`config.mk`:
```
export PLATFORM = sky130hd
export DESIGN_NAME = websocket_frame_deframer_unmask
export DESIGN_NICKNAME = d
export VERILOG_FILES = /design/src/wsd_pkg.sv /design/src/wsd_in_stage.sv /design/src/wsd_parser.sv /design/src/wsd_out_stage.sv /design/src/websocket_frame_deframer_unmask.sv
export SDC_FILE = /design/constraint.sdc
export NUM_CORES = 1
export LEC_CHECK = 0
export ABC_CLOCK_PERIOD_IN_PS = 5100
export BUFFER_PORTS_ARGS = -buffer_cell sky130_fd_sc_hd__buf_2
export CORE_ASPECT_RATIO = 0.5
export CORE_UTILIZATION = 55
export CTS_BUF_LIST = sky130_fd_sc_hd__clkbuf_4 sky130_fd_sc_hd__clkbuf_8 sky130_fd_sc_hd__clkbuf_16
export DETAILED_ROUTE_END_ITERATION = 8
export HOLD_SLACK_MARGIN = 0.08
export MAX_ROUTING_LAYER = met4
export PLACE_DENSITY_LB_ADDON = 0.25
export REMOVE_ABC_BUFFERS = 1
export SYNTH_ARGS = -nofsm -noshare
export SYNTH_HDL_FRONTEND = slang
export SYNTH_SLANG_ARGS = --single-unit
```
`constraint.sdc`:
```
create_clock -name clk -period 5.1 [get_ports clk]
set_input_delay 0.255 -clock clk [delete_from_list [all_inputs] [get_ports clk]]
set_output_delay 0.255 -clock clk [all_outputs]
set_load 0.05 [all_outputs]
```
`src/wsd_pkg.sv`:
```
package wsd_pkg;

	// Parse phases of the frame header and payload
	typedef enum logic [2:0] {
		PH_HDR1    = 3'd0,
		PH_HDR2    = 3'd1,
		PH_EXT16   = 3'd2,
		PH_EXT64   = 3'd3,
		PH_KEY     = 3'd4,
		PH_PAYLOAD = 3'd5
	} phase_t;

	localparam logic [3:0] OPCODE_MASK  = 4'hF;
	localparam logic [3:0] CLOSE_OPCODE = 4'd8;
	localparam logic [6:0] LEN_EXT16    = 7'd126;
	localparam logic [6:0] LEN_EXT64    = 7'd127;

	// Byte counts of the extended length and key fields, modulo 8
	localparam logic [2:0] EXT16_BYTES = 3'd2;
	localparam logic [2:0] EXT64_BYTES = 3'd0;
	localparam logic [2:0] KEY_BYTES   = 3'd4;

	// Input register contents
	typedef struct packed {
		logic       valid;
		logic [7:0] rx_byte;
	} in_stage_t;

	// One result item
	typedef struct packed {
		logic       close_request;
		logic       empty_frame;
		logic       end_of_frame;
		logic       final_fragment;
		logic [3:0] frame_opcode;
		logic [7:0] payload_byte;
	} result_t;

endpackage

```
`src/wsd_in_stage.sv`:
```
module wsd_in_stage (
	input  logic                clk,
	input  logic                arst_n,
	input  logic                s_tvalid,
	output logic                s_tready,
	input  logic [7:0]          s_tdata,
	input  logic                advance,
	output wsd_pkg::in_stage_t  stage
);

	logic       valid_s1;
	logic [7:0] byte_s1;

	// Take a new byte when the register is empty or being consumed
	assign s_tready = !valid_s1 || advance;

	always_ff @(posedge clk or negedge arst_n) begin
		if (!arst_n) begin
			valid_s1 <= 1'b0;
		end else if (s_tready) begin
			valid_s1 <= s_tvalid;
		end
	end

	always_ff @(posedge clk) begin
		if (s_tready && s_tvalid) begin
			byte_s1 <= s_tdata;
		end
	end

	assign stage.valid   = valid_s1;
	assign stage.rx_byte = byte_s1;

endmodule

```
`src/wsd_parser.sv`:
```
module wsd_parser (
	input  logic                clk,
	input  logic                arst_n,
	input  wsd_pkg::in_stage_t  stage,
	input  logic                advance,
	output logic                emit,
	output wsd_pkg::result_t    result
);

	wsd_pkg::phase_t phase_q, phase_d;
	logic [2:0]  count_q, count_d, count_inc;
	logic [63:0] remaining_q, remaining_d, remaining_dec;
	logic [31:0] key_q, key_d;
	logic [1:0]  key_pos_q, key_pos_d;
	logic [3:0]  opcode_q, opcode_d;
	logic        fin_q, fin_d;
	logic [7:0]  b;
	logic [7:0]  key_byte;
	logic [2:0]  need;

	assign b             = stage.rx_byte;
	assign count_inc     = count_q + 3'd1;
	assign remaining_dec = remaining_q - 64'd1;
	assign need          = (phase_q == wsd_pkg::PH_EXT16) ? wsd_pkg::EXT16_BYTES
	                                                      : wsd_pkg::EXT64_BYTES;

	// Select the key byte for the next payload byte, first key byte first
	always_comb begin
		case (key_pos_q)
			2'd0:    key_byte = key_q[31:24];
			2'd1:    key_byte = key_q[23:16];
			2'd2:    key_byte = key_q[15:8];
			default: key_byte = key_q[7:0];
		endcase
	end

	// Next state and result for the byte in the input register
	always_comb begin
		phase_d     = phase_q;
		count_d     = count_q;
		remaining_d = remaining_q;
		key_d       = key_q;
		key_pos_d   = key_pos_q;
		opcode_d    = opcode_q;
		fin_d       = fin_q;
		emit        = 1'b0;

		result.payload_byte   = 8'd0;
		result.frame_opcode   = opcode_q & wsd_pkg::OPCODE_MASK;
		result.final_fragment = fin_q;
		result.end_of_frame   = 1'b0;
		result.empty_frame    = 1'b0;
		result.close_request  = (opcode_q == wsd_pkg::CLOSE_OPCODE);

		unique case (phase_q)
			wsd_pkg::PH_HDR2: begin
				remaining_d = 64'd0;
				count_d     = 3'd0;
				if (b[6:0] == wsd_pkg::LEN_EXT16) begin
					phase_d = wsd_pkg::PH_EXT16;
				end else if (b[6:0] == wsd_pkg::LEN_EXT64) begin
					phase_d = wsd_pkg::PH_EXT64;
				end else begin
					remaining_d = {57'd0, b[6:0]};
					phase_d     = wsd_pkg::PH_KEY;
					key_d       = 32'd0;
					key_pos_d   = 2'd0;
				end
			end
			wsd_pkg::PH_EXT16, wsd_pkg::PH_EXT64: begin
				remaining_d = {remaining_q[55:0], b};
				count_d     = count_inc;
				if (count_inc == need) begin
					phase_d   = wsd_pkg::PH_KEY;
					count_d   = 3'd0;
					key_d     = 32'd0;
					key_pos_d = 2'd0;
				end
			end
			wsd_pkg::PH_KEY: begin
				key_d   = {key_q[23:0], b};
				count_d = count_inc;
				if (count_inc == wsd_pkg::KEY_BYTES) begin
					count_d   = 3'd0;
					key_pos_d = 2'd0;
					if (remaining_q == 64'd0) begin
						// Zero-length frame: emit the empty marker
						phase_d             = wsd_pkg::PH_HDR1;
						emit                = 1'b1;
						result.end_of_frame = 1'b1;
						result.empty_frame  = 1'b1;
					end else begin
						phase_d = wsd_pkg::PH_PAYLOAD;
					end
				end
			end
			wsd_pkg::PH_PAYLOAD: begin
				key_pos_d           = key_pos_q + 2'd1;
				remaining_d         = remaining_dec;
				emit                = 1'b1;
				result.payload_byte = b ^ key_byte;
				if (remaining_dec == 64'd0) begin
					phase_d             = wsd_pkg::PH_HDR1;
					result.end_of_frame = 1'b1;
				end
			end
			default: begin
				// First header byte, also taken for any unused phase code
				fin_d    = b[7];
				opcode_d = b[3:0];
				phase_d  = wsd_pkg::PH_HDR2;
			end
		endcase
	end

	// Advance the parse state once per consumed byte
	always_ff @(posedge clk or negedge arst_n) begin
		if (!arst_n) begin
			phase_q     <= wsd_pkg::PH_HDR1;
			count_q     <= 3'd0;
			remaining_q <= 64'd0;
			key_q       <= 32'd0;
			key_pos_q   <= 2'd0;
			opcode_q    <= 4'd0;
			fin_q       <= 1'b0;
		end else if (advance) begin
			phase_q     <= phase_d;
			count_q     <= count_d;
			remaining_q <= remaining_d;
			key_q       <= key_d;
			key_pos_q   <= key_pos_d;
			opcode_q    <= opcode_d;
			fin_q       <= fin_d;
		end
	end

endmodule

```
`src/wsd_out_stage.sv`:
```
module wsd_out_stage (
	input  logic              clk,
	input  logic              arst_n,
	input  logic              load,
	input  wsd_pkg::result_t  result,
	output logic              space,
	output logic              m_tvalid,
	input  logic              m_tready,
	output logic [7:0]        m_tdata,
	output logic              m_tlast,
	output logic [6:0]        m_tuser
);

	logic             valid_q;
	wsd_pkg::result_t result_q;

	// Register is free when empty or its transaction completes now
	assign space = !valid_q || m_tready;

	always_ff @(posedge clk or negedge arst_n) begin
		if (!arst_n) begin
			valid_q <= 1'b0;
		end else if (space) begin
			valid_q <= load;
		end
	end

	always_ff @(posedge clk) begin
		if (space && load) begin
			result_q <= result;
		end
	end

	assign m_tvalid = valid_q;
	assign m_tdata  = result_q.payload_byte;
	assign m_tlast  = result_q.end_of_frame;
	assign m_tuser  = {result_q.close_request, result_q.empty_frame,
	                   result_q.final_fragment, result_q.frame_opcode};

endmodule

```
`src/websocket_frame_deframer_unmask.sv`:
```
// Channel   Dir  Width                  Contents
// s_*       in   tdata 8                rx_byte
// m_*       out  tdata 8, tlast, tuser 7 payload_byte; end_of_frame;
//                                        frame_opcode, final_fragment, empty_frame, close_request
//
// One byte per cycle sustained while m_tready does not stall; a byte's transaction loads the
// input register, and its outcome is loaded into the output register once that has space.
// arst_n clears the parse state to expect a first header byte and empties both registers.
// A stall on m_tready holds the result register; the input register still takes a byte
// while it is empty or the result register is free or being drained in the same cycle.
module websocket_frame_deframer_unmask (
	input  logic       clk,
	input  logic       arst_n,
	input  logic       s_tvalid,
	output logic       s_tready,
	input  logic [7:0] s_tdata,   // [7:0] rx_byte
	output logic       m_tvalid,
	input  logic       m_tready,
	output logic [7:0] m_tdata,   // [7:0] payload_byte
	output logic       m_tlast,
	output logic [6:0] m_tuser    // [3:0] frame_opcode, [4] final_fragment,
	                              // [5] empty_frame, [6] close_request
);

	wsd_pkg::in_stage_t stage;
	wsd_pkg::result_t   result;
	logic               advance;
	logic               emit;
	logic               space;

	// Consume the held byte when the result register can take its outcome
	assign advance = stage.valid && space;

	wsd_in_stage u_in (
		.clk      (clk),
		.arst_n   (arst_n),
		.s_tvalid (s_tvalid),
		.s_tready (s_tready),
		.s_tdata  (s_tdata),
		.advance  (advance),
		.stage    (stage)
	);

	wsd_parser u_parser (
		.clk     (clk),
		.arst_n  (arst_n),
		.stage   (stage),
		.advance (advance),
		.emit    (emit),
		.result  (result)
	);

	wsd_out_stage u_out (
		.clk      (clk),
		.arst_n   (arst_n),
		.load     (advance && emit),
		.result   (result),
		.space    (space),
		.m_tvalid (m_tvalid),
		.m_tready (m_tready),
		.m_tdata  (m_tdata),
		.m_tlast  (m_tlast),
		.m_tuser  (m_tuser)
	);

`ifndef ASSERT_OFF
	a_empty_is_last: assert property (@(posedge clk) disable iff (!arst_n)
		m_tvalid && m_tuser[5] |-> m_tlast)
		else $error("empty marker without end of frame");

	a_empty_zero_data: assert property (@(posedge clk) disable iff (!arst_n)
		m_tvalid && m_tuser[5] |-> m_tdata == 8'd0)
		else $error("empty marker carries data");

	a_close_flag: assert property (@(posedge clk) disable iff (!arst_n)
		m_tvalid |-> m_tuser[6] == (m_tuser[3:0] == wsd_pkg::CLOSE_OPCODE))
		else $error("close flag disagrees with opcode");

	a_ready_when_drained: assert property (@(posedge clk) disable iff (!arst_n)
		!m_tvalid |-> s_tready)
		else $error("input stalled with empty result register");
`endif

endmodule

```
==> impl_metrics.prom <==
# TYPE chip_impl_metric gauge
chip_impl_metric{name="postRouteWirelength",unit="um"} 25490
chip_impl_metric{name="antenna_cells",unit=""} 0
chip_impl_metric{name="grt_pass1_wl",unit="um"} 41630
chip_impl_metric{name="area_growth_syn_to_layout",unit="%"} 10.12
chip_impl_metric{name="rows",unit=""} 31
chip_impl_metric{name="crit_arrival",unit="ps"} 4450
chip_impl_metric{name="clock_path_buffers",unit=""} 2
chip_impl_metric{name="min_period_over_period",unit="%"} 84.74
chip_impl_metric{name="post_cts_resized",unit=""} 0
chip_impl_info{name="timing.setup.critical_path_class",value="flop to flop"} 1
chip_impl_metric{name="drt-vias-per-instance",unit=""} 6.692
chip_impl_metric{name="worst_pin_slew",unit="ps"} 1172
chip_impl_metric{name="cts_post_setup_buffers_inserted",unit=""} 0
chip_impl_metric{name="timing.final.crit_period",unit="ps"} 4322
chip_impl_metric{name="fmaxAchievable",unit="GHz"} 0.2314
chip_impl_info{name="reg2reg_to",value="u_out.m_tdata[6]"} 1
chip_impl_metric{name="count_of_hold_fix_buffers_inserted_at_cts",unit=""} 10
chip_impl_metric{name="worstHoldPathCells",unit=""} 3
chip_impl_metric{name="initial_drt_pass_iterations",unit=""} 5
chip_impl_metric{name="required",unit="ps"} 5230
chip_impl_info{name="rsz0062_at_grt",value="no"} 1
chip_impl_metric{name="place_congestion",unit=""} 0.9746
chip_impl_metric{name="synth_compound_area_share",unit="%"} 19.09
chip_impl_metric{name="detail_route.drc_violations",unit=""} 0
chip_impl_metric{name="post_route_cells_drive_above_1_share",unit="%"} 10.76
chip_impl_metric{name="synth_area",unit="mm2"} 0.008514
chip_impl_metric{name="worst_ir_drop_vdd",unit="V"} 0.0003648
chip_impl_metric{name="synth_xor_xnor_area_share",unit="%"} 3.909
chip_impl_metric{name="synth_adder_area_share",unit="%"} 1.176
chip_impl_metric{name="largest_clock_skew_in_the_final_design",unit="ps"} 15.27
chip_impl_metric{name="cellPowerDensity",unit="mW/mm2"} 783.4
chip_impl_metric{name="die_x",unit="um"} 178.0
chip_impl_metric{name="postSynth.asyncResetShare",unit="%"} 82.22
chip_impl_info{name="crit_path_start",value="u_parser.remaining_q[15]"} 1
chip_impl_info{name="status",value="completed"} 1
chip_impl_metric{name="mean_instance_size_in_the_synthesized_netlist",unit="um2"} 8.124
chip_impl_metric{name="seq_area_frac_synth",unit="%"} 41.09
chip_impl_metric{name="cts.clk_slew.worst_paths",unit="ps"} 70
chip_impl_metric{name="yosys-mux-area-fraction",unit="%"} 1.043
chip_impl_info{name="worstSetupEndpoint",value="u_out.m_tdata[6]"} 1
chip_impl_metric{name="grt_overflow",unit=""} 0
chip_impl_metric{name="route.vias.total",unit=""} 8292
chip_impl_metric{name="critPathMaxFanout",unit=""} 14
chip_impl_metric{name="synthSimpleGateAreaFrac",unit="%"} 28.43
chip_impl_metric{name="layout.nets",unit=""} 1048
chip_impl_metric{name="total_power",unit="mW"} 7.346
chip_impl_metric{name="slew_headroom",unit="%"} 21.83
chip_impl_metric{name="report.final.setup_viol",unit=""} 0
chip_impl_metric{name="cts_max_level",unit=""} 4
chip_impl_metric{name="power_leakage",unit="nW"} 3.996
chip_impl_metric{name="dieArea",unit="mm2"} 0.01601
chip_impl_metric{name="cts-buffers-inserted",unit=""} 17
chip_impl_metric{name="postSynthRegisterBits",unit=""} 135
chip_impl_metric{name="number_of_global_route_vias_before_repair",unit=""} 7737
chip_impl_metric{name="route.antenna.remaining_nets",unit=""} 0
chip_impl_metric{name="synth_enable_flop_cells",unit=""} 24
chip_impl_metric{name="fillCellCount",unit=""} 1238
chip_impl_metric{name="grt_antenna_before_repair",unit=""} 0
chip_impl_metric{name="port_buffers",unit=""} 29
chip_impl_metric{name="drv_slew",unit=""} 0
chip_impl_metric{name="final.hold.worst_slack",unit="ps"} 93.16
chip_impl_metric{name="final_hold_viol_count",unit=""} 0
chip_impl_metric{name="grt_util_all_layers",unit="%"} 34.43
chip_impl_metric{name="io-pin-count",unit=""} 30
chip_impl_info{name="rr_startpoint",value="u_parser.remaining_q[15]"} 1
chip_impl_metric{name="synthesis.yosys.warnings",unit=""} 0
chip_impl_metric{name="setup_total_negative_slack",unit="ps"} 0
chip_impl_metric{name="dp_hpwl",unit="um"} 16840
chip_impl_info{name="synthFlopType",value="sky130_fd_sc_hd__dfrtp_1"} 1
chip_impl_info{name="min-delay-path-class",value="primary input to flop"} 1
chip_impl_info{name="cp-start-kind",value="flop"} 1
chip_impl_metric{name="average_wire_per_standard_cell",unit="um"} 20.57
chip_impl_metric{name="initial_utilization",unit="%"} 57.62
chip_impl_metric{name="final_util",unit="%"} 63.45
chip_impl_info{name="endpoint_kind",value="flop"} 1
chip_impl_metric{name="cts_num_sinks",unit=""} 135
chip_impl_metric{name="detailedRoute.firstIterationViolations",unit=""} 974
chip_impl_info{name="tritoncts",value="yes"} 1
chip_impl_metric{name="worst_skew_pair.late_latency",unit="ps"} 450
chip_impl_info{name="cts.root.buffer_cell",value="sky130_fd_sc_hd__clkbuf_16"} 1
chip_impl_info{name="synth_area_leader_cell",value="sky130_fd_sc_hd__dfrtp_1"} 1
chip_impl_metric{name="synth_largest_type_area_fraction",unit="%"} 32.62
chip_impl_info{name="largest_family_of_logic_cells_by_synthesized_area",value="simple AND/OR/NAND/NOR gates"} 1
chip_impl_metric{name="yosys.cell_types.count",unit=""} 69
chip_impl_metric{name="rrSetupSlack",unit="ps"} 780
chip_impl_metric{name="postSynthCellCount",unit=""} 1048
chip_impl_info{name="netlist_top_cells_area",value="sky130_fd_sc_hd__dfrtp_1 (33%), sky130_fd_sc_hd__edfxtp_1 (8.5%), sky130_fd_sc_hd__o21ai_0 (7.5%), sky130_fd_sc_hd__nand2_1 (4.9%), sky130_fd_sc_hd__nor2_1 (4.3%)"} 1
chip_impl_metric{name="core",unit="mm2"} 0.01478
chip_impl_metric{name="die_height",unit="um"} 89.98
chip_impl_metric{name="rr_worst_depth",unit=""} 9
chip_impl_metric{name="maxCapViolCount",unit=""} 0
chip_impl_metric{name="grt_max_degree",unit=""} 128
## kinds of logic after synthesis
family / Yosys count
flops: 135
xor+xnor: 38
buf+inv: 115
fa+ha+maj: 8
mux: 8
simple gates: 471
compound gates: 273
## power by group
group          internal [mW]  switching (mW)
logic                   1.35            2.77
clock network          0.695           0.524
registers               1.45           0.557
total                   3.49            3.85
## worst min-delay path by stage
| stage | start | endpoint | slack, ps |
|---|---|---|---|
| 2_1_floorplan | arst_n | u_in.valid_s1 | -40 |
| 3_3_place_gp | u_parser.fin_q | u_out.m_tuser[4] | 430 |
| 3_5_place_dp | s_tdata[5] | u_in.byte_s1[5] | 430 |
| 4_1_cts | m_tready | u_out.m_tvalid | 90 |
| 5_1_grt | m_tready | u_out.m_tvalid | 100 |
| 6_report | m_tready | u_out.m_tvalid | 90 |
## critical path, stage by stage (launching register included)
cell and delay [ps]:
sky130_fd_sc_hd__dfrtp_1 500, sky130_fd_sc_hd__or4_1 630, sky130_fd_sc_hd__or4_1 530, sky130_fd_sc_hd__or4_1 560, sky130_fd_sc_hd__buf_4 220, sky130_fd_sc_hd__or3_1 460
sky130_fd_sc_hd__nor3_1 320, sky130_fd_sc_hd__and4_1 320, sky130_fd_sc_hd__o21a_1 200, sky130_fd_sc_hd__buf_4 250
## cells in the final DEF, fill, tap and decap left out, types with 12 or more instances in the layout
cell type	synthesis	layout
sky130_fd_sc_hd__a32oi_1	12	12
sky130_fd_sc_hd__nand4_1	19	19
sky130_fd_sc_hd__a21oi_1	62	62
sky130_fd_sc_hd__nand2_1	112	112
sky130_fd_sc_hd__or3_1	15	15
sky130_fd_sc_hd__buf_2	3	28
sky130_fd_sc_hd__xor2_1	12	12
sky130_fd_sc_hd__dfrtp_1	111	111
sky130_fd_sc_hd__nand3_1	54	52
sky130_fd_sc_hd__a22oi_1	20	20
sky130_fd_sc_hd__xnor2_1	26	26
sky130_fd_sc_hd__nor4_1	34	34
sky130_fd_sc_hd__edfxtp_1	24	24
sky130_fd_sc_hd__buf_4	1	19
sky130_fd_sc_hd__nor2_1	98	96
sky130_fd_sc_hd__nor3_1	57	56
sky130_fd_sc_hd__o21ai_0	127	127
sky130_fd_sc_hd__inv_1	19	19
sky130_fd_sc_hd__or4_1	15	15
sky130_fd_sc_hd__clkbuf_16	0	17
## stage by stage
| stage | instance area, um2 | setup WS (ps) | std cells |
|---|---|---|---|
| after floorplan | 8138 | 1086 | 952 |
| after global routing | 9376 | 460.0 | 1239 |
| after detailed placement | 8708 | 821.5 | 1197 |
| after CTS | 9376 | 790.8 | 1239 |
| final | 9376 | 778.3 | 1239 |
| after global placement | 8708 | 986.4 | 1197 |
## cell usage after synthesis (6+ instances only)
master                     instances
sky130_fd_sc_hd__a21oi_1          62
sky130_fd_sc_hd__a222oi_1          8
sky130_fd_sc_hd__a22oi_1          20
sky130_fd_sc_hd__a32oi_1          12
sky130_fd_sc_hd__and2_1            9
sky130_fd_sc_hd__clkbuf_1         87
sky130_fd_sc_hd__dfrtp_1         111
sky130_fd_sc_hd__edfxtp_1         24
sky130_fd_sc_hd__ha_1              8
sky130_fd_sc_hd__inv_1            19
sky130_fd_sc_hd__mux2_2            7
sky130_fd_sc_hd__nand2_1         112
sky130_fd_sc_hd__nand2b_1          6
sky130_fd_sc_hd__nand3_1          54
sky130_fd_sc_hd__nand4_1          19
sky130_fd_sc_hd__nor2_1           98
sky130_fd_sc_hd__nor3_1           57
sky130_fd_sc_hd__nor4_1           34
sky130_fd_sc_hd__o21ai_0         127
sky130_fd_sc_hd__o22ai_1           8
sky130_fd_sc_hd__or2_2            10
sky130_fd_sc_hd__or3_1            15
sky130_fd_sc_hd__or4_1            15
sky130_fd_sc_hd__xnor2_1          26
sky130_fd_sc_hd__xor2_1           12
## state kept, by name, indices dropped and copies added, names as in the netlist
| signal | flops |
|---|---|
| u_in.valid_s1 | 1 |
| u_parser.opcode_q | 4 |
| u_parser.key_q | 32 |
| u_parser.key_pos_q | 2 |
| u_parser.phase_q | 3 |
| u_in.byte_s1 | 8 |
| u_parser.count_q | 3 |
| u_out.m_tlast | 1 |
| u_out.m_tdata | 8 |
| u_parser.remaining_q | 64 |
| u_out.m_tvalid | 1 |
| u_parser.fin_q | 1 |
| u_out.m_tuser | 7 |
## routing by layer
metal  up-vias  track usage, %  wire length [um]
li1       3798               -                 -
met1      3958           47.80             11020
met2       470           49.35             11350
met3        66           8.291              2529
met4         0           11.18               591
met5         -               -                 0
## layout make-up
class                           instances  area [um2]  share of cell area, %
Clock inverter                         12       120.1                  1.281
Inverter                               19       71.32                 0.7606
Sequential cell                       135        3498                  37.31
Timing Repair Buffer                   57       382.9                  4.083
Multi-Input combinational cell        798        4608                  49.15
Tap cell                              198       247.7                  2.642
Clock buffer                           20       447.9                  4.777
No activity file was read; power rests on OpenSTA's default activity.
